File: src/rtl/core/smw_pkg.sv
// shared constants and types of the sliding window median filter
// no dependencies; used by every module in rtl/core
`default_nettype none

package smw_pkg;

   // defaults for the top level parameters
   localparam int MAX_WINDOW_DEFAULT  = 64;
   localparam int SAMPLE_BITS_DEFAULT = 16;

   // window size register
   localparam int CSR_BITS = 7;
   localparam logic [CSR_BITS-1:0] WINDOW_RESET = 7'd3;

   // control broadcast to every cell of the sorted row
   typedef struct packed {
      logic load;   // a sample transfer happens this cycle
      logic full;   // the window is full, so the oldest sample leaves
   } smw_ctrl_type;

endpackage

`default_nettype wire

File: src/rtl/core/smw_cell.sv
// one cell of the sorted row: holds one sample and its age
// depends on smw_pkg
`default_nettype none

module smw_cell #(
   parameter int SAMPLE_BITS = smw_pkg::SAMPLE_BITS_DEFAULT,
   parameter int AGE_BITS    = 6
) (
   input  wire logic                   clock,
   input  wire smw_pkg::smw_ctrl_type  ctrl,
   input  wire logic                   cell_valid,
   input  wire logic [SAMPLE_BITS-1:0] sample,
   input  wire logic [SAMPLE_BITS-1:0] evict_val,
   input  wire logic [AGE_BITS-1:0]    age_last,
   input  wire logic [SAMPLE_BITS-1:0] left_val,
   input  wire logic [AGE_BITS-1:0]    left_age,
   input  wire logic                   left_move_right,
   input  wire logic [SAMPLE_BITS-1:0] right_val,
   input  wire logic [AGE_BITS-1:0]    right_age,
   input  wire logic                   right_move_left,
   output      logic [SAMPLE_BITS-1:0] val,
   output      logic [AGE_BITS-1:0]    age,
   output      logic                   evict,
   output      logic                   move_left,
   output      logic                   move_right
);

   logic [SAMPLE_BITS-1:0] val_ff, val_in;
   logic [AGE_BITS-1:0]    age_ff, age_in;
   logic                   keep;
   logic                   after_evict;
   logic                   above_new;
   logic                   stay;

   assign keep        = cell_valid && !evict;
   assign evict       = ctrl.full && cell_valid && (age_ff == age_last);
   // ties sort by age, so an equal survivor always sits after the evicted one
   assign after_evict = ctrl.full && keep && (val_ff >= evict_val);
   // new sample goes after all equal values
   assign above_new   = keep && (val_ff > sample);
   assign move_left   = after_evict && !above_new;
   assign move_right  = above_new && !after_evict;
   assign stay        = keep && (after_evict == above_new);

   always_comb begin
      val_in = val_ff;
      age_in = age_ff;
      if (ctrl.load) begin
         if (left_move_right) begin
            val_in = left_val;
            age_in = left_age + AGE_BITS'(1);
         end else if (right_move_left) begin
            val_in = right_val;
            age_in = right_age + AGE_BITS'(1);
         end else if (stay) begin
            age_in = age_ff + AGE_BITS'(1);
         end else begin
            // insertion slot (or a slot past the end of the window)
            val_in = sample;
            age_in = '0;
         end
      end
   end

   always_ff @(posedge clock) begin
      val_ff <= val_in;
      age_ff <= age_in;
   end

   assign val = val_ff;
   assign age = age_ff;

endmodule

`default_nettype wire

File: config.mk
export PLATFORM = sky130hd
export DESIGN_NAME = smw_cell
export DESIGN_NICKNAME = d
export VERILOG_FILES = /design/src/rtl/core/smw_pkg.sv /design/src/rtl/core/smw_cell.sv
export SDC_FILE = /design/constraint.sdc
export NUM_CORES = 1
export LEC_CHECK = 0
export BUFFER_PORTS_ARGS = -buffer_cell sky130_fd_sc_hd__buf_2
export CORE_AREA = 2 2 72 88
export CTS_CLUSTER_SIZE = 28
export DETAILED_ROUTE_END_ITERATION = 8
export DIE_AREA = 0 0 74 90
export GPL_ROUTABILITY_DRIVEN = 0
export GPL_TIMING_DRIVEN = 1
export PLACE_DENSITY = 0.76
export SYNTH_ARGS = -nofsm -noshare
export SYNTH_HDL_FRONTEND = slang
export SYNTH_SLANG_ARGS = --single-unit
File: constraint.sdc
create_clock -name clock -period 7.28 [get_ports clock]
set_input_delay 1.456 -clock clock [delete_from_list [all_inputs] [get_ports clock]]
set_output_delay 1.456 -clock clock [all_outputs]
set_load 0.005 [all_outputs]
# Word level (Yosys, flattened, before mapping)

Index checks and enable logic that the tools add are counted.
W data, S select, Z words.

Word-level logic and storage cells: 29
Input bits: 88
Output and inout bits: 25
Register bits after elaboration: 22

Muxes and demuxes: 6
Equal/unequal tests: 3
Reductions and logical operators: 13
Order comparisons: 2
Add/subtract/negate cells: 3

Operator list:

| cell                  | count |
|---|---|
| $mux W16              | 3 |
| $add A6 B1 Y6 const B | 3 |
| $mux W6               | 3 |
| $ge A16 B16 Y1        | 1 |
| $gt A16 B16 Y1        | 1 |
| $logic_and A1 B1 Y1   | 9 |
| $eq A6 B6 Y1          | 1 |
| $logic_not A1 Y1      | 3 |
| $ne A3 B3 Y1 const B  | 1 |
| $reduce_and A2 Y1     | 1 |
| $eq A1 B1 Y1          | 1 |

# Logic depth before layout (Yosys ltp)

Gate-level depths: netlist of the first run.

Depth in word-level cells: 11
Depth in mapped cells: 11
Gate-level depth less buffers: 11

# Least setup slack after synthesis of the first run

OpenSTA, ideal clock, no wires.

Kind: input -> output
Start point: input port evict_val[2]
End point: output port move_right
Arrival time: 2.820 ns
Slack: 3.004 ns
Path buffers: 0
Cell stages on the path: 7
Cells stage by stage: inv_1 > ha_1 > o211ai_1 > a211o_1 > a2111oi_2 > o211ai_1 > ha_1

Cells in the longest elaborated chain, start to end: 4

Ends and longest elaborated chain:

| element             | line           | text |
|---|---|---|
| from (decl)         | smw_cell.sv:13 | `input wire logic [SAMPLE_BITS-1:0] evict_val,` |
| $ge A16 B16 Y1      | smw_cell.sv:38 | `assign after_evict = ctrl.full && keep && (val_ff >= evict_val);` |
| $logic_and A1 B1 Y1 | smw_cell.sv:38 |  |
| $logic_not A1 Y1    | smw_cell.sv:42 | `assign move_right = above_new && !after_evict;` |
| $logic_and A1 B1 Y1 | smw_cell.sv:42 |  |
| to (decl)           | smw_cell.sv:25 | `output logic move_right` |

No other way between the ends.

# Worst setup path in the final report of the first run

Start point: input port sample[15]
End point: output port move_left

Cells in the longest elaborated chain, start to end: 4

Ends and longest elaborated chain:

| element             | line           | text |
|---|---|---|
| from (decl)         | smw_cell.sv:12 | `input wire logic [SAMPLE_BITS-1:0] sample,` |
| $gt A16 B16 Y1      | smw_cell.sv:40 | `assign above_new = keep && (val_ff > sample);` |
| $logic_and A1 B1 Y1 | smw_cell.sv:40 |  |
| $logic_not A1 Y1    | smw_cell.sv:41 | `assign move_left = after_evict && !above_new;` |
| $logic_and A1 B1 Y1 | smw_cell.sv:41 |  |
| to (decl)           | smw_cell.sv:24 | `output logic move_left,` |

No other way between the ends.

==> results of run 1 <==
layout make-up:
cell class,instances,area share
sequential,22,0.225
tap,82,0.0350
multi-input combinational,186,0.489
inverter,35,0.0448
timing repair buffer,112,0.191
clock buffer,3,0.0141
clock inverter,1,0.00128
power breakdown:
group | switching (mW) | internal (mW) | leakage (nW)
clock | 0.0441 | 0.0378 | 0.0231
combinational | 0.0661 | 0.0632 | 1.31
sequential | 0.0104 | 0.154 | 0.217
through the flow:
| stage | cell area, um2 | std cells | setup slack [ns] | util |
|---|---|---|---|---|
| after global placement | 2890 | 437 | 2.57 | 0.493 |
| after detailed placement | 2890 | 437 | 2.58 | 0.493 |
| after global routing | 2930 | 441 | 2.33 | 0.501 |
| after CTS | 2930 | 441 | 2.57 | 0.501 |
| final | 2930 | 441 | 2.60 | 0.501 |
| after floorplan | 2250 | 249 | 3.00 | - |
state kept, by name, indices dropped and copies added (netlist names):
register and cells:
age 6, val 16
layer usage:
layer  global-route usage  up-vias
met5                    0        -
met4               0.0500        0
met3              0.00897       10
met2                0.302       68
met1                0.214      966
li1                     -     1111
logic make-up after synthesis:
group,count (synthesis),synth area share
multiplexers,16,0.0711
XOR/XNOR,18,0.0700
AND/OR/NAND/NOR,66,0.136
flip-flops,22,0.293
adder cells (fa/ha/maj),37,0.206
AO/OA/AOI/OAI,49,0.155
buffers and inverters,41,0.0695
worst register-to-register path, cell delays in order, from the launching register on:
cell and delay [ns]:
edfxtp_1 0.44, ha_1 0.33, nand4_1 0.11, a211o_1 0.32, a2111oi_2 0.40, o211ai_1 0.17, ha_1 0.30, nor3b_1 0.16
nand2_4 0.15, and2_1 0.67
cells in the mapped netlist, types with 2 or more instances:
library cell / number
mux2i_1: 16
xnor2_1: 9
nand3_1: 13
xor2_1: 9
and2_1: 2
a211oi_1: 3
o211ai_1: 3
nand2_1: 32
inv_1: 35
nor2_1: 7
nand2b_1: 2
and3_1: 2
a21oi_1: 8
edfxtp_1: 22
clkbuf_1: 4
o221ai_1: 4
o21ai_0: 19
o221ai_2: 2
nand4_1: 3
buf_2: 2
nor3b_1: 2
o211a_1: 2
ha_1: 37
worst min path at each step:
stage | cells past startpoint | startpoint | to
after floorplan | 1 | age[0] | age[0]
after global placement | 1 | age[0] | age[0]
after detailed placement | 1 | age[0] | age[0]
after CTS | 1 | age[0] | age[0]
after global routing | 1 | age[0] | age[0]
final | 1 | age[0] | age[0]
==> flow_metrics.py, run 1 <==
metrics = {
    "critical_path": {
        "cp-endpoint": "move_left",
        "cp.required_ns": 5.82,
        "cp_slowest_cell": "nor3b_1",
        "crit_path_end_kind": "output pin",
        "rr_worst_depth": 9,
        "cp_num_buf_inv": 3,
        "r2r_setup_slack_ns": 3.86,
        "critPathKind": "primary input to output pin",
        "start_kind": "primary input",
        "cp_top_family": "simple AND/OR/NAND/NOR gates",
        "cp.arrival_ns": 3.23,
        "path_depth": 10,
        "reg2reg_to": "val[0]",
        "path_cells": "buf_2, inv_1, ha_1, nand3_1, nor3_1, nor3b_1, o21a_1, o211ai_1, ha_1, buf_2",
        "critPathLaunch": "sample[15]",
        "cp_slowest_stage_delay_ns": 0.33,
        "reg2reg_from": "val[5]",
        "cp_max_fo": 2,
    },
    "place": {
        "portBuffers": 112,
        "place_hpwl_um": 4640,
    },
    "global_routing": {
        "grt_usage": 0.169,
        "first_global_vias": 2093,
        "antenna_found_initial": 0,
        "grt_pass1_wl_um": 9070,
        "grt_overflow": 0,
        "grt_max_degree": 42,
    },
    "clock_tree": {
        "htreeDepth": 1,
        "ctsHoldBuffers": 0,
        "cts_buffers": 3,
        "root_buffer": "clkbuf_8",
        "cts_tree": "done",
        "clock_sinks": 22,
        "path_clk_slew_ns": 0.08,
        "cts_resized": 0,
        "cts_setup_buffers": 0,
        "worstSkewPairLatency_ns": 0.27,
        "cts.path.max_buffers": 2,
    },
    "timing": {
        "setup_viol": 0,
        "final.setup.tns_ns": 0,
        "fin_skew_ns": 0.00957,
        "slew_headroom": 0.460,
        "finalHoldViolCount": 0,
        "worst_slew_pin_slew_ns": 0.810,
        "rsz0062_at_grt": "no",
        "fmax_mhz": 214,
        "post-route-period-util": 0.643,
        "drv_slew": 0,
        "whs_ns": 0.781,
        "period_needed_ns": 4.68,
    },
    "synth": {
        "synth-edff-count": 22,
        "yosysTopAreaCell": "edfxtp_1",
        "ys_types": 34,
        "synth_warnings": 0,
        "synthFlopType": "edfxtp_1",
        "avgSynthCellArea_um2": 9.04,
        "ys_seq_elements": 22,
        "ys_seq_area_frac": 0.293,
        "syn_inst": 249,
        "async_reset_ff_frac": 0,
        "synth_fp_nets": 374,
        "synth.cell_area_um2": 2250,
        "synth_top_area_frac": 0.293,
        "synth_area_leaders": "edfxtp_1 (29%), ha_1 (21%), mux2i_1 (7.1%), inv_1 (5.8%), nand2_1 (5.3%)",
    },
    "final_layout": {
        "drive_gt1_frac": 0.334,
        "final_common_cell": "buf_2",
        "area_delta_synth_final_pct": 30.4,
        "multiInputGateArea_um2": 1430,
        "fillers": 593,
        "regArea_um2": 661,
        "fin_nets": 485,
        "most-common-layout-cells": "buf_2 (112), ha_1 (37), inv_1 (35)",
        "antenna_cells": 0,
    },
    "job": {
        "cap_violations": 0,
    },
    "floorplan": {
        "dieArea_um2": 6660,
        "die_w_um": 74,
        "start_util": 0.384,
        "core_area_um2": 5860,
        "rows": 31,
        "fp.dieH_um": 90,
        "ioPinCount": 113,
    },
    "power_and_ir_drop": {
        "leakage_nw": 1.55,
        "vdd_drop_max_v": 0.0000589,
        "power.density_nw_per_um2": 128,
        "total_power_mw": 0.375,
    },
    "route": {
        "wl_met3_um": 217,
        "wl_met2_um": 2900,
        "drt.antenna.violating_nets": 0,
        "route.detailed.drc": 0,
        "met1_length_um": 2350,
        "vias_per_cell": 4.89,
        "drt_iter0_drc": 46,
        "wl_um": 5570,
        "vias": 2155,
        "drt-pass1-iter-count": 4,
        "top_layer": "met4",
        "post_drt_wl_per_cell_um": 12.6,
    },
    "run_status": {
        "status": "completed",
    },
    "hold_path": {
        "hold_class": "flip-flop to flip-flop",
    },
}
Power figures use the tool's default switching activity.
==> run 2: changes to the inputs <==
--- a/config.mk
+++ b/config.mk
@@ -12,7 +12,7 @@
 export DIE_AREA = 0 0 74 90
 export GPL_ROUTABILITY_DRIVEN = 0
 export GPL_TIMING_DRIVEN = 1
-export PLACE_DENSITY = 0.76
+export PLACE_DENSITY = 0.78
 export SYNTH_ARGS = -nofsm -noshare
 export SYNTH_HDL_FRONTEND = slang
 export SYNTH_SLANG_ARGS = --single-unit
==> constraint.sdc (replaced) <==
create_clock -name clock -period 4.1 [get_ports clock]
set_input_delay 0.82 -clock clock [delete_from_list [all_inputs] [get_ports clock]]
set_output_delay 0.82 -clock clock [all_outputs]
set_load 0.005 [all_outputs]
==> run 2 against run 1 <==
Register-to-register slack lost 3.1 ns. Count of clock-buffer cells in the layout did not move. Total power is 75% higher. Clock skew fell by 0.0054 ns. Non-clock buffer count unchanged. Clock power increased by 64%. Hold slack worse by 0.0041 ns. Die area unchanged. Largest cell class unchanged. Highest routed layer unchanged.
==> flow_metrics.py, run 2 (same netlist as run 1, synthesis figures left out) <==
metrics = {
    "final_layout": {
        "final_common_cell": "buf_2",
        "most-common-layout-cells": "buf_2 (112), ha_1 (37), inv_1 (35)",
        "largest_reg_flops": 16,
        "multiInputGateArea_um2": 1430,
        "area_delta_synth_final_pct": 30.2,
        "antenna_cells": 0,
        "final_cell_area_um2": 2930,
        "regArea_um2": 661,
        "fin_nets": 485,
        "fillers": 569,
        "drive_gt1_frac": 0.335,
    },
    "floorplan": {
        "dieArea_um2": 6660,
        "die_w_um": 74,
        "fp.dieH_um": 90,
        "start_util": 0.384,
        "core_area_um2": 5860,
        "ioPinCount": 113,
        "rows": 31,
    },
    "global_routing": {
        "grt_usage": 0.179,
        "grt_pass1_wl_um": 9520,
        "grt_overflow": 0,
        "antenna_found_initial": 0,
        "first_global_vias": 2141,
        "grt_max_degree": 42,
    },
    "critical_path": {
        "path_depth": 12,
        "cp_max_fo": 16,
        "cp_num_buf_inv": 2,
        "rr_worst_depth": 10,
        "cp_top_family": "simple AND/OR/NAND/NOR gates",
        "start_kind": "primary input",
        "reg2reg_from": "val[15]",
        "cp-endpoint": "val[15]",
        "r2r_setup_slack_ns": 0.76,
        "cp.required_ns": 4.00,
        "cp.arrival_ns": 3.48,
        "path_cells": "buf_2, inv_1, ha_1, nand3_1, nor3_1, nor3b_1, nand3_1, o211a_1, ha_1, nor3b_1, nand2_4, and2_1",
        "cp_slowest_cell": "and2_1",
        "reg2reg_to": "val[15]",
        "cp_slowest_stage_delay_ns": 0.63,
        "critPathLaunch": "sample[15]",
        "critPathKind": "primary input to flip-flop",
        "crit_path_end_kind": "flip-flop",
    },
    "power_and_ir_drop": {
        "combPwrFrac": 0.352,
        "power.density_nw_per_um2": 224,
        "vdd_drop_max_v": 0.000107,
        "cell_internal_pwr_mw": 0.451,
        "switchingPower_mw": 0.205,
        "clkPwrFrac": 0.204,
        "seqPwrFrac": 0.444,
        "leakage_nw": 1.54,
        "swShare": 0.312,
    },
    "route": {
        "vias_per_cell": 4.85,
        "route.detailed.drc": 0,
        "vias": 2135,
        "drt_iter0_drc": 58,
        "post_drt_wl_per_cell_um": 13.0,
        "wl_um": 5740,
        "drt.antenna.violating_nets": 0,
        "drt-pass1-iter-count": 4,
    },
    "clock_tree": {
        "clock_sinks": 22,
        "cts_buffers": 3,
        "htreeDepth": 1,
        "cts.path.max_buffers": 2,
        "worstSkewPairLatency_ns": 0.26,
        "path_clk_slew_ns": 0.07,
        "root_buffer": "clkbuf_8",
        "ctsHoldBuffers": 0,
        "cts_tree": "done",
        "cts_resized": 0,
        "cts_setup_buffers": 0,
    },
    "timing": {
        "post-route-period-util": 0.873,
        "setup_viol": 0,
        "slew_headroom": 0.504,
        "worst_slew_pin_slew_ns": 0.744,
        "drv_slew": 0,
        "finalHoldViolCount": 0,
        "final.setup.tns_ns": 0,
        "rsz0062_at_grt": "no",
        "period_needed_ns": 3.58,
        "fmax_mhz": 279,
        "fin_skew_ns": 0.00414,
    },
    "run_status": {
        "status": "completed",
    },
    "hold_path": {
        "hold_class": "flip-flop to flip-flop",
        "hold_start": "age[0]",
    },
    "place": {
        "dpl-instance-area_um2": 2890,
        "portBuffers": 112,
        "place_hpwl_um": 4880,
    },
    "job": {
        "cap_violations": 0,
    },
}
run 2: cell types whose count changed in the layout (fill, tap and decap cells not counted), sizes merged:
| cell | change |
|---|---|
| clkinv | -1 |
run 2: power by group through the flow:
stage	Combinational (mW)	Clock [mW]	Sequential (mW)
6_report	0.231	0.134	0.292
5_1_grt	0.266	0.142	0.295
4_1_cts	0.234	0.136	0.292
3_5_place_dp	0.233	0	0.297
3_3_place_gp	0.224	0	0.296
2_1_floorplan	0.132	0	0.294
run 2: layout make-up:
| cell class | instances | area share |
|---|---|---|
| clock buffer | 3 | 0.0141 |
| sequential | 22 | 0.225 |
| timing repair buffer | 112 | 0.191 |
| inverter | 35 | 0.0448 |
| multi-input combinational | 186 | 0.489 |
| tap | 82 | 0.0350 |
run 2: worst min path at each step:
| stage | to | slack [ns] | depth (start not counted) |
|---|---|---|---|
| after CTS | age[0] | 0.79 | 1 |
| after floorplan | age[0] | 0.73 | 1 |
| after global placement | age[0] | 0.77 | 1 |
| final | age[0] | 0.78 | 1 |
| after detailed placement | age[0] | 0.78 | 1 |
| after global routing | age[5] | 0.84 | 2 |
run 2: routing by layer:
layer	track usage	vias to the layer above	routed length (um)
met4	0.0576	0	103
met2	0.327	66	3010
li1	-	1106	-
met3	0.00673	9	201
met5	0	-	0
met1	0.218	954	2420
run 2: through the flow:
step           utilization  hold slack (ns)  std cells  setup slack (ns)  total power, mW
2_1_floorplan            -            0.726        249             0.742            0.426
3_3_place_gp         0.493            0.766        437             0.239            0.520
3_5_place_dp         0.493            0.777        437             0.163            0.530
4_1_cts              0.500            0.787        440             0.436            0.662
5_1_grt              0.500            0.841        440             0.264            0.703
6_report             0.500            0.777        440             0.520            0.656
run 2: worst reg2reg max path: stages, from the launching register on:
cell      delay (ns)
edfxtp_1        0.44
ha_1            0.33
nand3_1         0.09
nor3_1          0.29
nor3b_1         0.32
nand3_1         0.17
o211a_1         0.14
ha_1            0.27
nor3b_1         0.16
nand2_4         0.15
and2_1          0.63
