File: src/rtl/core/smw_pkg.sv
// shared constants and types of the sliding window median filter
// no dependencies; used by every module in rtl/core
`default_nettype none

package smw_pkg;

   // defaults for the top level parameters
   localparam int MAX_WINDOW_DEFAULT  = 64;
   localparam int SAMPLE_BITS_DEFAULT = 16;

   // window size register
   localparam int CSR_BITS = 7;
   localparam logic [CSR_BITS-1:0] WINDOW_RESET = 7'd3;

   // control broadcast to every cell of the sorted row
   typedef struct packed {
      logic load;   // a sample transfer happens this cycle
      logic full;   // the window is full, so the oldest sample leaves
   } smw_ctrl_type;

endpackage

`default_nettype wire

File: src/rtl/core/smw_out_queue.sv
// two-entry result queue that parts the sorted row from the result channel
// depends on smw_pkg
`default_nettype none

module smw_out_queue #(
   parameter int SAMPLE_BITS = smw_pkg::SAMPLE_BITS_DEFAULT
) (
   input  wire logic                   clock,
   input  wire logic                   reset,
   input  wire logic                   push,
   input  wire logic [SAMPLE_BITS-1:0] push_data,
   output      logic [1:0]             count,
   output      logic                   rsp_valid,
   input  wire logic                   rsp_ready,
   output      logic [SAMPLE_BITS-1:0] rsp_median
);

   logic [1:0]             count_ff, count_in;
   logic [SAMPLE_BITS-1:0] slot0_ff, slot0_in;
   logic [SAMPLE_BITS-1:0] slot1_ff, slot1_in;
   logic                   pop;

   assign rsp_valid = (count_ff != 2'd0);
   assign pop       = rsp_valid && rsp_ready;

   always_comb begin
      count_in = count_ff;
      slot0_in = slot0_ff;
      slot1_in = slot1_ff;
      if (push && !pop) begin
         count_in = count_ff + 2'd1;
         if (count_ff == 2'd0) begin
            slot0_in = push_data;
         end else begin
            slot1_in = push_data;
         end
      end else if (pop && !push) begin
         count_in = count_ff - 2'd1;
         slot0_in = slot1_ff;
      end else if (pop && push) begin
         if (count_ff == 2'd1) begin
            slot0_in = push_data;
         end else begin
            slot0_in = slot1_ff;
            slot1_in = push_data;
         end
      end
   end

   always_ff @(posedge clock) begin
      if (reset) begin
         count_ff <= 2'd0;
      end else begin
         count_ff <= count_in;
      end
      slot0_ff <= slot0_in;
      slot1_ff <= slot1_in;
   end

   assign count      = count_ff;
   assign rsp_median = slot0_ff;

endmodule

`default_nettype wire

File: config.mk
export PLATFORM = sky130hd
export DESIGN_NAME = smw_out_queue
export DESIGN_NICKNAME = d
export VERILOG_FILES = /design/src/rtl/core/smw_pkg.sv /design/src/rtl/core/smw_out_queue.sv
export SDC_FILE = /design/constraint.sdc
export NUM_CORES = 1
export LEC_CHECK = 0
export ABC_AREA = 1
export BUFFER_PORTS_ARGS = -buffer_cell sky130_fd_sc_hd__buf_2
export CAP_MARGIN = 0
export CORE_ASPECT_RATIO = 0.7
export CORE_UTILIZATION = 45
export DETAILED_ROUTE_END_ITERATION = 7
export PLACE_DENSITY = 0.75
export SLEW_MARGIN = 20
export SYNTH_ARGS = -nofsm -noshare
export SYNTH_HDL_FRONTEND = slang
export SYNTH_SLANG_ARGS = --single-unit
File: constraint.sdc
create_clock -name clock -period 6.27 [get_ports clock]
set_input_delay 0.3135 -clock clock [delete_from_list [all_inputs] [get_ports clock]]
set_output_delay 0.3135 -clock clock [all_outputs]
set_load 0.01 [all_outputs]
# Word-level counts from Yosys, hierarchy flattened

Index checks and enable logic that the tools add are counted.

Input port bits: 20
Output and inout port bits: 19
Word-level logic and storage cells: 35
Bits in registers: 34

Multiplexer cells: 12
$add $sub $neg: 2
Reductions and logical operators: 13
Eq/ne operators: 5

Operator list:

| operator                                                                 | number |
|---|---|
| 16-bit two-way mux                                                       | 10 |
| 2-bit inequality test (second input constant)                            | 3 |
| 2-bit nonzero test                                                       | 3 |
| 1-bit logical AND                                                        | 4 |
| 2-bit two-way mux                                                        | 2 |
| 4-bit AND reduction                                                      | 1 |
| 3-bit nonzero test                                                       | 1 |
| 2-bit by 1-bit adder with 2-bit output (second input constant)           | 1 |
| 2-bit by 1-bit == test with 1-bit output (second input constant)         | 1 |
| 1-bit zero test                                                          | 2 |
| 2-bit zero test                                                          | 1 |
| 2-bit by 1-bit inequality test with 1-bit output (second input constant) | 1 |
| 2-bit AND reduction                                                      | 1 |
| 2-bit by 1-bit subtractor with 2-bit output (second input constant)      | 1 |

# Depth between registers and ports, before layout

Gate-level depths: netlist of the first run.

Depth after elaboration: 6
Depth in mapped cells: 10
Mapped depth without buffers: 9

# Least setup slack after synthesis of the first run

Ideal clock, no wire load.

Path kind: register -> register
Start: register count_ff[0], in the netlist count[0]
End: register slot1_ff[0], enable pin
Buffers on the path: 0
Slack: 3.874 ns
Clock period less this slack: 2.396 ns
Library setup time: 0.414 ns
Arrival time: 1.982 ns
Stages on the path, launching flop included: 4
Cell sequence: dfxtp_1 -> inv_1 -> ha_1 -> a211oi_1

Cells in the longest elaborated chain, start to end: 6
Elaborated cells on any way between the ends: 13

RTL lines:

| what                                                                         | line                | RTL |
|---|---|---|
| from (decl)                                                                  | smw_out_queue.sv:18 | `logic [1:0] count_ff, count_in;` |
| from (signal assigned)                                                       | smw_out_queue.sv:54 | `count_ff <= count_in;` |
| 2-bit nonzero test                                                           | smw_out_queue.sv:23 | `assign rsp_valid = (count_ff != 2'd0);` |
| 1-bit logical AND                                                            | smw_out_queue.sv:24 | `assign pop = rsp_valid && rsp_ready;` |
| 1-bit zero test                                                              | smw_out_queue.sv:30 | `if (push && !pop) begin` |
| 1-bit logical AND                                                            | smw_out_queue.sv:30 |  |
| 2-bit inequality test (no source line) or 2-bit nonzero test (tied branches) | --                  |  |
| 4-bit AND reduction (no source line) *                                       | --                  |  |
| to (signal assigned)                                                         | smw_out_queue.sv:57 | `slot1_ff <= slot1_in;` |
| to (decl)                                                                    | smw_out_queue.sv:20 | `logic [SAMPLE_BITS-1:0] slot1_ff, slot1_in;` |

Mark *: on every way between the ends. The rest lies on a longest branch, timed or not.
A chain may end at the register's enable or synchronous reset.

# Worst setup path in the final report of the first run

Start: register count_ff[0], in the netlist count[0]
End: register slot0_ff[10], in the netlist rsp_median[10], data pin

Cells in the longest elaborated chain, start to end: 5
Elaborated cells on any way between the ends: 10

RTL lines:

| what                                                                           | line                                     | RTL |
|---|---|---|
| 2-bit by 1-bit == test with 1-bit output or 2-bit nonzero test (tied branches) | smw_out_queue.sv:41, smw_out_queue.sv:23 |  |
| 16-bit two-way mux or 1-bit logical AND (tied branches)                        | smw_out_queue.sv:41, smw_out_queue.sv:24 |  |
| 16-bit two-way mux, or another cell as far along                               | smw_out_queue.sv:40                      | `end else if (pop && push) begin` |
| 16-bit two-way mux or 1-bit logical AND (tied branches)                        | smw_out_queue.sv:37, smw_out_queue.sv:30 |  |
| 16-bit two-way mux *                                                           | smw_out_queue.sv:30                      |  |
| via slot0_in[10]                                                               | smw_out_queue.sv:19                      | `logic [SAMPLE_BITS-1:0] slot0_ff, slot0_in;` |
| to (signal assigned)                                                           | smw_out_queue.sv:56                      | `slot0_ff <= slot0_in;` |
| to (decl)                                                                      | smw_out_queue.sv:19                      |  |

Mark *: on every way through the listed nets, which the timed path passes. The rest lies on a longest branch. The select of a mux whose other input is x is not followed.

==> results of run 1 <==
kinds of logic (layout without fill, tap and decap cells):
| family | Yosys count | count (layout) | share of synthesized area, % |
|---|---|---|---|
| AO/OA/AOI/OAI | 5 | 5 | 2.857 |
| buffers and inverters | 8 | 54 | 3.502 |
| flip-flops | 34 | 34 | 73.73 |
| AND/OR/NAND/NOR | 61 | 61 | 18.06 |
| adder cells (fa/ha/maj) | 2 | 2 | 1.843 |
area by class of cell:
class | count | area (µm²)
Clock buffer | 5 | 68.82
Tap cell | 36 | 45.04
Timing Repair Buffer | 40 | 205.2
Multi-Input combinational cell | 68 | 314.1
Inverter | 6 | 22.52
Clock inverter | 3 | 16.27
Fill cell | 237 | 1150
Sequential cell | 34 | 1001
worst max-delay path, delay by kind of cell, from the launching register on:
| kind | cells | cell delay (ns) |
|---|---|---|
| buffers and inverters | 2 | 0.16 |
| adders and majority gates | 1 | 0.23 |
| DFF | 1 | 0.38 |
| and+or+nand+nor | 4 | 0.71 |
Yosys cell counts, drive strengths merged:
cell     n
nand2   57
edfxtp  32
inv      6
a21oi    3
nand3    3
dfxtp    2
ha       2
a211oi   1
buf      1
clkbuf   1
nor2     1
o21ai    1
placed cells by master, fill, tap and decap left out:
cell type	synthesis	layout
clkinvlp_4	0	1
nand2_4	1	1
nand2_1	54	54
clkinv_1	0	1
clkinv_2	0	1
nand2_2	2	2
inv_1	5	5
dfxtp_1	2	2
buf_2	0	38
clkbuf_8	1	5
a21oi_4	1	1
a211oi_2	0	1
nand3_1	3	3
inv_2	1	1
nor2_1	1	1
o21ai_1	0	1
edfxtp_1	32	32
a21oi_1	2	2
ha_1	2	2
buf_4	0	2
path summary, 6_finish.rpt:
kind / start / to / cells after the start / slack [ns]
min: reset / count[1] / 2 / 0.19
min reg2reg: count[1] / count[1] / 2 / 0.50
max: count[0] / rsp_median[10] / 7 / 4.68
max reg2reg: count[0] / rsp_median[10] / 7 / 4.68
power by group through the flow:
stage,combinational [µW],sequential (µW),clock (µW)
after global placement,192,346,0
final,197,343,156
after detailed placement,198,348,0
after floorplan,104,372,0
after CTS,199,343,159
after global routing,220,348,166
stage by stage:
stage	std cells	power (µW)	hold WS, ns	area, µm²	setup slack, ns
finish	192	696.8	0.1916	1673	4.677
global route	192	733.9	0.1947	1673	4.534
CTS	192	701.7	0.1849	1673	4.688
detailed placement	184	546.7	0.4861	1588	4.691
global placement	184	537.5	0.4879	1588	4.801
floorplan	110	476.1	0.3826	1358	3.874
registers in the layout, indices dropped and copies added (netlist names):
register	cells
slot1_ff	16
count	2
rsp_median	16
metal layers:
layer | wire, µm | global-route usage (%) | part of all wire, %
met5 | 0 | 0 | 0
met4 | 18 | 6.383 | 0.74
met3 | 154 | 7.143 | 6.3
met2 | 1227 | 26.14 | 50
met1 | 1032 | 16.84 | 42
==> impl_metrics.tcl, run 1 <==
set metrics [dict create \
    status "complete, no violations" \
    drc 0 \
    synth_warnings 0 \
    viasPerCell 4.776 \
    syn2layout_area_growth_pct 23.23 \
    power.switching_uw 224.6 \
    hold_viol 0 \
    post-cts-setup-buffers 0 \
    die_area_mm2 0.003244 \
    worst_setup_path_end_kind "flop" \
    timing.fmax_mhz 627.7 \
    critical_path_required_ns 6.43 \
    hpwl_mm 1.645 \
    hold_path.class "input port to flop" \
    drt-total-wl_mm 2.432 \
    synth_cells 110 \
    critPathKind "flop to flop" \
    finalCritPeriodShare_pct 25.41 \
    cts_buffers 5 \
    grt_usage_pct 15.29 \
    syn_avg_cell_area_um2 12.34 \
    skew_ns 0.004137 \
    ant_nets 0 \
    cts.htree.levels 2 \
    setup_viol 0 \
    gp_congestion 0.7722 \
    swShare_pct 32.22 \
    synth_top_area_cell "edfxtp_1" \
    slew_violations 0 \
    ys_seq_area_share_pct 73.73 \
    die_h_um 47.96 \
    internal_power_uw 472.3 \
    critPathMaxStageDelay_ns 0.38 \
    drtPass1Iterations 4 \
    synth_top_area_share_pct 70.78 \
    synth-seq-cells 34 \
    worst_pin_slew_ns 0.4186 \
    cts_tree "yes" \
    post-route-min-period_ns 1.593 \
    start_util_pct 48.09 \
    crit_top_cell "nand2_1" \
    grt_max_degree 17 \
    p_leak_uw 0.0007493 \
    wire_per_inst_um 12.67 \
    drt_iter0_markers 51 \
    cap_violations 0 \
    max_slew_margin_pct 72.03 \
    final_util_pct 59.26 \
    arrival_ns 1.75 \
    grt_pass1_vias 763 \
    vias 917 \
    antenna_found_initial 0 \
    crit_chain "inv_1, ha_1, inv_2, nand3_1, nand2_2, nand2_1, nand2_1" \
    cts.sinks 34 \
    p_seq_share_pct 49.2 \
    syn_nets 132 \
    power_density_mw_per_mm2 416.6 \
    io_pins 39 \
    cp-start-kind "flop" \
    fp.dieW_um 67.65 \
    clkTransAtPathRegs_ns 0.07 \
    drive_above_1_share_pct 33.97 \
    grt_pass1_wl_mm 3.332 \
    rows 16 \
    critPathMaxFanout 16 \
    rsz0062_at_grt "false" \
    nets 177 \
    synth_cell_types 16 \
    cts_resized 0 \
    p_comb_share_pct 28.3 \
    ir_worst_vdd_uv 220.4 \
    setup_tns_ns 0 \
    diodes 0 \
    cts-root-buf "clkbuf_8" \
    core-area_mm2 0.002823 \
    holdBufCountCts 0 \
    cp_slowest_cell "dfxtp_1" \
    clk_path_buf_depth 2 \
    grt_overflow_total 0 \
    clockPowerShare_pct 22.5 \
    synth_area_leaders "edfxtp_1 (71%), nand2_1 (15%), dfxtp_1 (2.9%)" \
    clkLatencyLatePin_ns 0.29 \
    port_buffers 38 \
    netlist_area_mm2 0.001358 \
]
(Power assumes the default switching activity.)
==> inputs of run 2 (changes only) <==
--- a/config.mk
+++ b/config.mk
@@ -11,7 +11,7 @@
 export CORE_ASPECT_RATIO = 0.7
 export CORE_UTILIZATION = 45
 export DETAILED_ROUTE_END_ITERATION = 7
-export PLACE_DENSITY = 0.75
+export PLACE_DENSITY = 0.77
 export SLEW_MARGIN = 20
 export SYNTH_ARGS = -nofsm -noshare
 export SYNTH_HDL_FRONTEND = slang
==> constraint.sdc (replaced) <==
create_clock -name clock -period 1.4 [get_ports clock]
set_input_delay 0.07 -clock clock [delete_from_list [all_inputs] [get_ports clock]]
set_output_delay 0.07 -clock clock [all_outputs]
set_load 0.01 [all_outputs]
==> impl_metrics.tcl, run 2 (synthesis gave the netlist of run 1 again) <==
set metrics [dict create \
    die_area_mm2 0.003244 \
    ant_nets 0 \
    holdPathStages 5 \
    drt_iter0_markers 83 \
    wire_per_inst_um 13.47 \
    hold_viol 0 \
    viasPerCell 4.724 \
    setup_slack_ns -0.005618 \
    fp.dieW_um 67.65 \
    diodes 0 \
    layout_common_cells "nand2_1 (42), buf_2 (38), edfxtp_1 (32)" \
    reg2reg_depth 9 \
    nFillCells 180 \
    drive_above_1_share_pct 46.49 \
    grt_usage_pct 19.18 \
    worst_setup_path_end_kind "flop" \
    die_h_um 47.96 \
    max_slew_margin_pct 83.97 \
    clkTransAtPathRegs_ns 0.06 \
    hold_path_end "count[0]" \
    hold_start "push" \
    cap_violations 0 \
    drtPass1Iterations 4 \
    status "finished, violations left" \
    pre_cts_ws_ns -0.09585 \
    placed_area_mm2 0.001682 \
    clkLatencyLatePin_ns 0.29 \
    cts.sinks 34 \
    timing.hold.ws_ns 0.3412 \
    cp-start-kind "flop" \
    critPathKind "flop to flop" \
    hpwl_mm 1.688 \
    finalCritPeriodShare_pct 100.4 \
    rows 16 \
    drt-total-wl_mm 2.976 \
    power_uw 3821 \
    io_pins 39 \
    layout_commonest_cell "nand2_1" \
    setup_viol 3 \
    violations "negative setup slack" \
    final_util_pct 75.62 \
    critPathMaxFanout 7 \
    worst_pin_slew_ns 0.2402 \
    grt_pass1_vias 934 \
    grt_pass1_wl_mm 4.029 \
    cts_buffers 5 \
    vias 1044 \
    timing.fmax_mhz 711.4 \
    p_leak_uw 0.0009196 \
    gp_congestion 0.6941 \
    critical_path_required_ns 1.44 \
    r2r_end "rsp_median[15]" \
    grt_max_degree 17 \
    cts_tree "yes" \
    hold_path.class "input port to flop" \
    arrival_ns 1.45 \
    power_density_mw_per_mm2 1790 \
    ir_worst_vdd_uv 1033 \
    grt_overflow_total 0 \
    post-route-min-period_ns 1.406 \
    timing.rr.start "count[0]" \
    rrSetupSlack_ns -0.006 \
    core-area_mm2 0.002823 \
    nets 206 \
    syn2layout_area_growth_pct 57.24 \
    slew_violations 0 \
    cts-root-buf "clkbuf_8" \
    start_util_pct 48.09 \
    antenna_found_initial 0 \
    clk_path_buf_depth 2 \
    cts.htree.levels 2 \
    port_buffers 38 \
    fin_area_mm2 0.002135 \
    drc 0 \
    skew_ns 0.005426 \
    rsz0062_at_grt "true" \
]
## run 2: cell types whose count changed in the layout (fill, tap and decap cells not counted), sizes merged
cell / delta
clkinvlp: -1
clkinv: -2
bufinv: +1
dlygate4sd3: +17
clkbuf: +2
buf: +12
## run 2: layer usage
layer	track usage (%)	wire length, µm	share of wire [%]	vias to the layer above
met3	9.524	155	5.2	4
met4	9.362	34	1.1	0
met2	31.88	1565	53	33
li1	-	-	-	514
met1	20.99	1220	41	493
met5	0	0	0	-
## run 2: how the worst max path moves through the flow
stage | from | to | slack, ns | depth (start not counted)
4_1_cts | count[1] | slot1_ff[11] | 0.009 | 5
3_3_place_gp | count[1] | rsp_median[1] | -0.02 | 8
5_1_grt | count[0] | rsp_median[0] | -0.05 | 9
2_1_floorplan | count[1] | slot1_ff[0] | -0.10 | 3
3_5_place_dp | count[1] | rsp_median[13] | -0.1 | 8
6_report | count[0] | rsp_median[15] | -0.006 | 9
## run 2: power breakdown
| part | total (µW) | switching [µW] | internal, µW |
|---|---|---|---|
| registers | 1540 | 72.1 | 1470 |
| logic | 1400 | 777 | 624 |
| clock network | 876 | 344 | 532 |
| total | 3820 | 1190 | 2630 |
## run 2: final cells by class
class | instances | area (µm²) | area share, %
multi-input combinational | 68 | 446.7 | 20.93
tap | 36 | 45.04 | 2.110
inverter | 6 | 32.53 | 1.524
sequential | 34 | 1006 | 47.13
clock buffer | 7 | 76.32 | 3.576
timing repair buffer | 69 | 498.0 | 23.33
clock inverter | 1 | 30.03 | 1.407
## run 2: critical path, cell delays in order (launching register included)
cell and delay [ns]:
dfxtp_4 0.36, inv_4 0.04, ha_4 0.17, inv_6 0.08, nand2_8 0.07, nor2_4 0.13
a21oi_4 0.06, buf_6 0.15, nand2_2 0.06, nand2_1 0.05
## run 2: repair_timing
action	4_1_cts	5_1_grt
cloned	0	1
hold buffers	17	0
endpoints found under the setup margin	48	34
setup buffers	6	3
pin swaps	3	6
hold endpoints to repair	18	0
gates resized for setup	3	22
## run 2: stage by stage
step           TNS (ns)  cells
2_1_floorplan    -2.154    110
3_3_place_gp   -0.06733    186
3_5_place_dp     -1.873    186
4_1_cts               0    217
5_1_grt          -1.258    221
6_report       -0.01238    221
==> inputs of run 3 (changes only) <==
--- a/config.mk
+++ b/config.mk
@@ -11,7 +11,7 @@
 export CORE_ASPECT_RATIO = 0.7
 export CORE_UTILIZATION = 45
 export DETAILED_ROUTE_END_ITERATION = 7
-export PLACE_DENSITY = 0.77
+export PLACE_DENSITY_LB_ADDON = 0.25
 export SLEW_MARGIN = 20
 export SYNTH_ARGS = -nofsm -noshare
 export SYNTH_HDL_FRONTEND = slang
==> impl_metrics.tcl, run 3 (synthesis gave the netlist of run 1 again) <==
set metrics [dict create \
    nets 201 \
    hpwl_mm 1.734 \
    drt-total-wl_mm 2.698 \
    hold_path.class "input port to flop" \
    drt_iter0_markers 49 \
    skew_ns 0.004417 \
    grt_max_degree 17 \
    antenna_found_initial 0 \
    clk_path_buf_depth 2 \
    cts.htree.levels 2 \
    critPathMaxFanout 15 \
    grtUsageMet3_pct 6.667 \
    die_area_mm2 0.003244 \
    port_buffers 38 \
    diodes 0 \
    reg2reg_depth 9 \
    cts_buffers 5 \
    wire_per_inst_um 12.55 \
    cap_violations 0 \
    critPathMaxStageDelay_ns 0.34 \
    drtPass1Iterations 4 \
    vias 960 \
    met1_usage_pct 20.97 \
    rsz0062_at_grt "true" \
    start_util_pct 48.09 \
    layout_common_cells "nand2_1 (50), buf_2 (38), edfxtp_1 (32)" \
    status "finished, violations left" \
    power_uw 3476 \
    setup_viol 1 \
    slew_violations 0 \
    worst_setup_path_end_kind "flop" \
    swShare_pct 31.24 \
    ir_worst_vdd_uv 1058 \
    post-route-min-period_ns 1.400 \
    viasPerCell 4.465 \
    clockPowerShare_pct 18.4 \
    core-area_mm2 0.002823 \
    internal_power_uw 2390 \
    setup_tns_ns -0.0001261 \
    fin_area_mm2 0.002038 \
    cp-start-kind "flop" \
    violations "negative setup slack" \
    critPathKind "flop to flop" \
    grt_usage_pct 17.48 \
    layout_commonest_cell "nand2_1" \
    power.switching_uw 1086 \
    cts_tree "yes" \
    critical_path_required_ns 1.42 \
    p_seq_share_pct 44.2 \
    die_h_um 47.96 \
    cts.sinks 34 \
    io_pins 39 \
    ant_nets 0 \
    worst_pin_slew_ns 0.2286 \
    crit_top_cell "nand2_1" \
    holdPathStages 1 \
    power_density_mw_per_mm2 1706 \
    cts-root-buf "clkbuf_8" \
    busiest_layer "met2" \
    syn2layout_area_growth_pct 50.14 \
    rows 16 \
    grt_pass1_vias 855 \
    drive_above_1_share_pct 40.78 \
    fp.dieW_um 67.65 \
    use_met2_pct 29.31 \
    placed_area_mm2 0.001684 \
    clkTransAtPathRegs_ns 0.06 \
    arrival_ns 1.42 \
    cp_slowest_cell "dfxtp_2" \
    crit_chain "inv_2, ha_4, inv_6, nand2_8, nor2_4, a21oi_4, buf_12, nand2_1, nand2_1" \
    pre_cts_ws_ns -0.06355 \
    timing.fmax_mhz 714.2 \
    grt_overflow_total 0 \
    setup_slack_ns -0.0001261 \
    grt_pass1_wl_mm 3.836 \
    clkLatencyLatePin_ns 0.27 \
    p_leak_uw 0.0008774 \
    finalCritPeriodShare_pct 100.0 \
    hold_viol 0 \
    drc 0 \
    gp_congestion 0.7598 \
    max_slew_margin_pct 84.74 \
    p_comb_share_pct 37.4 \
]
## run 3: layer usage
layer	part of all wire, %	vias up
li1	-	506
met2	51	24
met1	44	428
met3	4.7	2
met5	0	-
met4	0.67	0
## run 3: area by class of cell
cell class                      instances  area [µm²]
Timing Repair Buffer                   64       461.7
Sequential cell                        34        1006
Multi-Input combinational cell         68       421.7
Inverter                                6       27.53
Tap cell                               36       45.04
Fill cell                             190       784.5
Clock buffer                            7       76.32
## run 3: worst paths after layout
kind,endpoint,slack (ns),start
min reg2reg,count[1],0.50,count[1]
min,slot1_ff[9],0.004,push_data[9]
max,rsp_median[9],-0.0001,count[1]
max reg2reg,rsp_median[9],-0.0001,count[1]
## run 3: repair_timing
item | in CTS | in global routing
pin swaps | 3 | 3
setup endpoints to repair | 41 | 32
setup buffers | 3 | 2
hold buffers | 15 | 1
endpoints found under the hold margin | 16 | 1
resized for setup | 2 | 12
## run 3: worst max-delay path, delay by kind of cell, from the launching register on
family	cells	cell delay, ns
simple gates	4	0.30
fa+ha+maj	1	0.17
flops	1	0.34
compound gates	1	0.05
buf+inv	3	0.29
## run 3: through the flow
stage	instances	hold slack [ns]	utilization [%]
after detailed placement	188	0.2402	59.66
after CTS	213	0.00009899	69.68
after global routing	215	0.001259	72.21
after floorplan	110	0.1294	-
after global placement	188	0.2322	59.66
final	215	0.003732	72.21
## run 3: power groups by stage
stage | registers [µW] | logic (µW) | clock network, µW
finish | 1540 | 1300 | 639
global route | 1570 | 1430 | 704
CTS | 1540 | 1190 | 660
detailed placement | 1560 | 1050 | 0
global placement | 1560 | 1010 | 0
floorplan | 1670 | 579 | 0
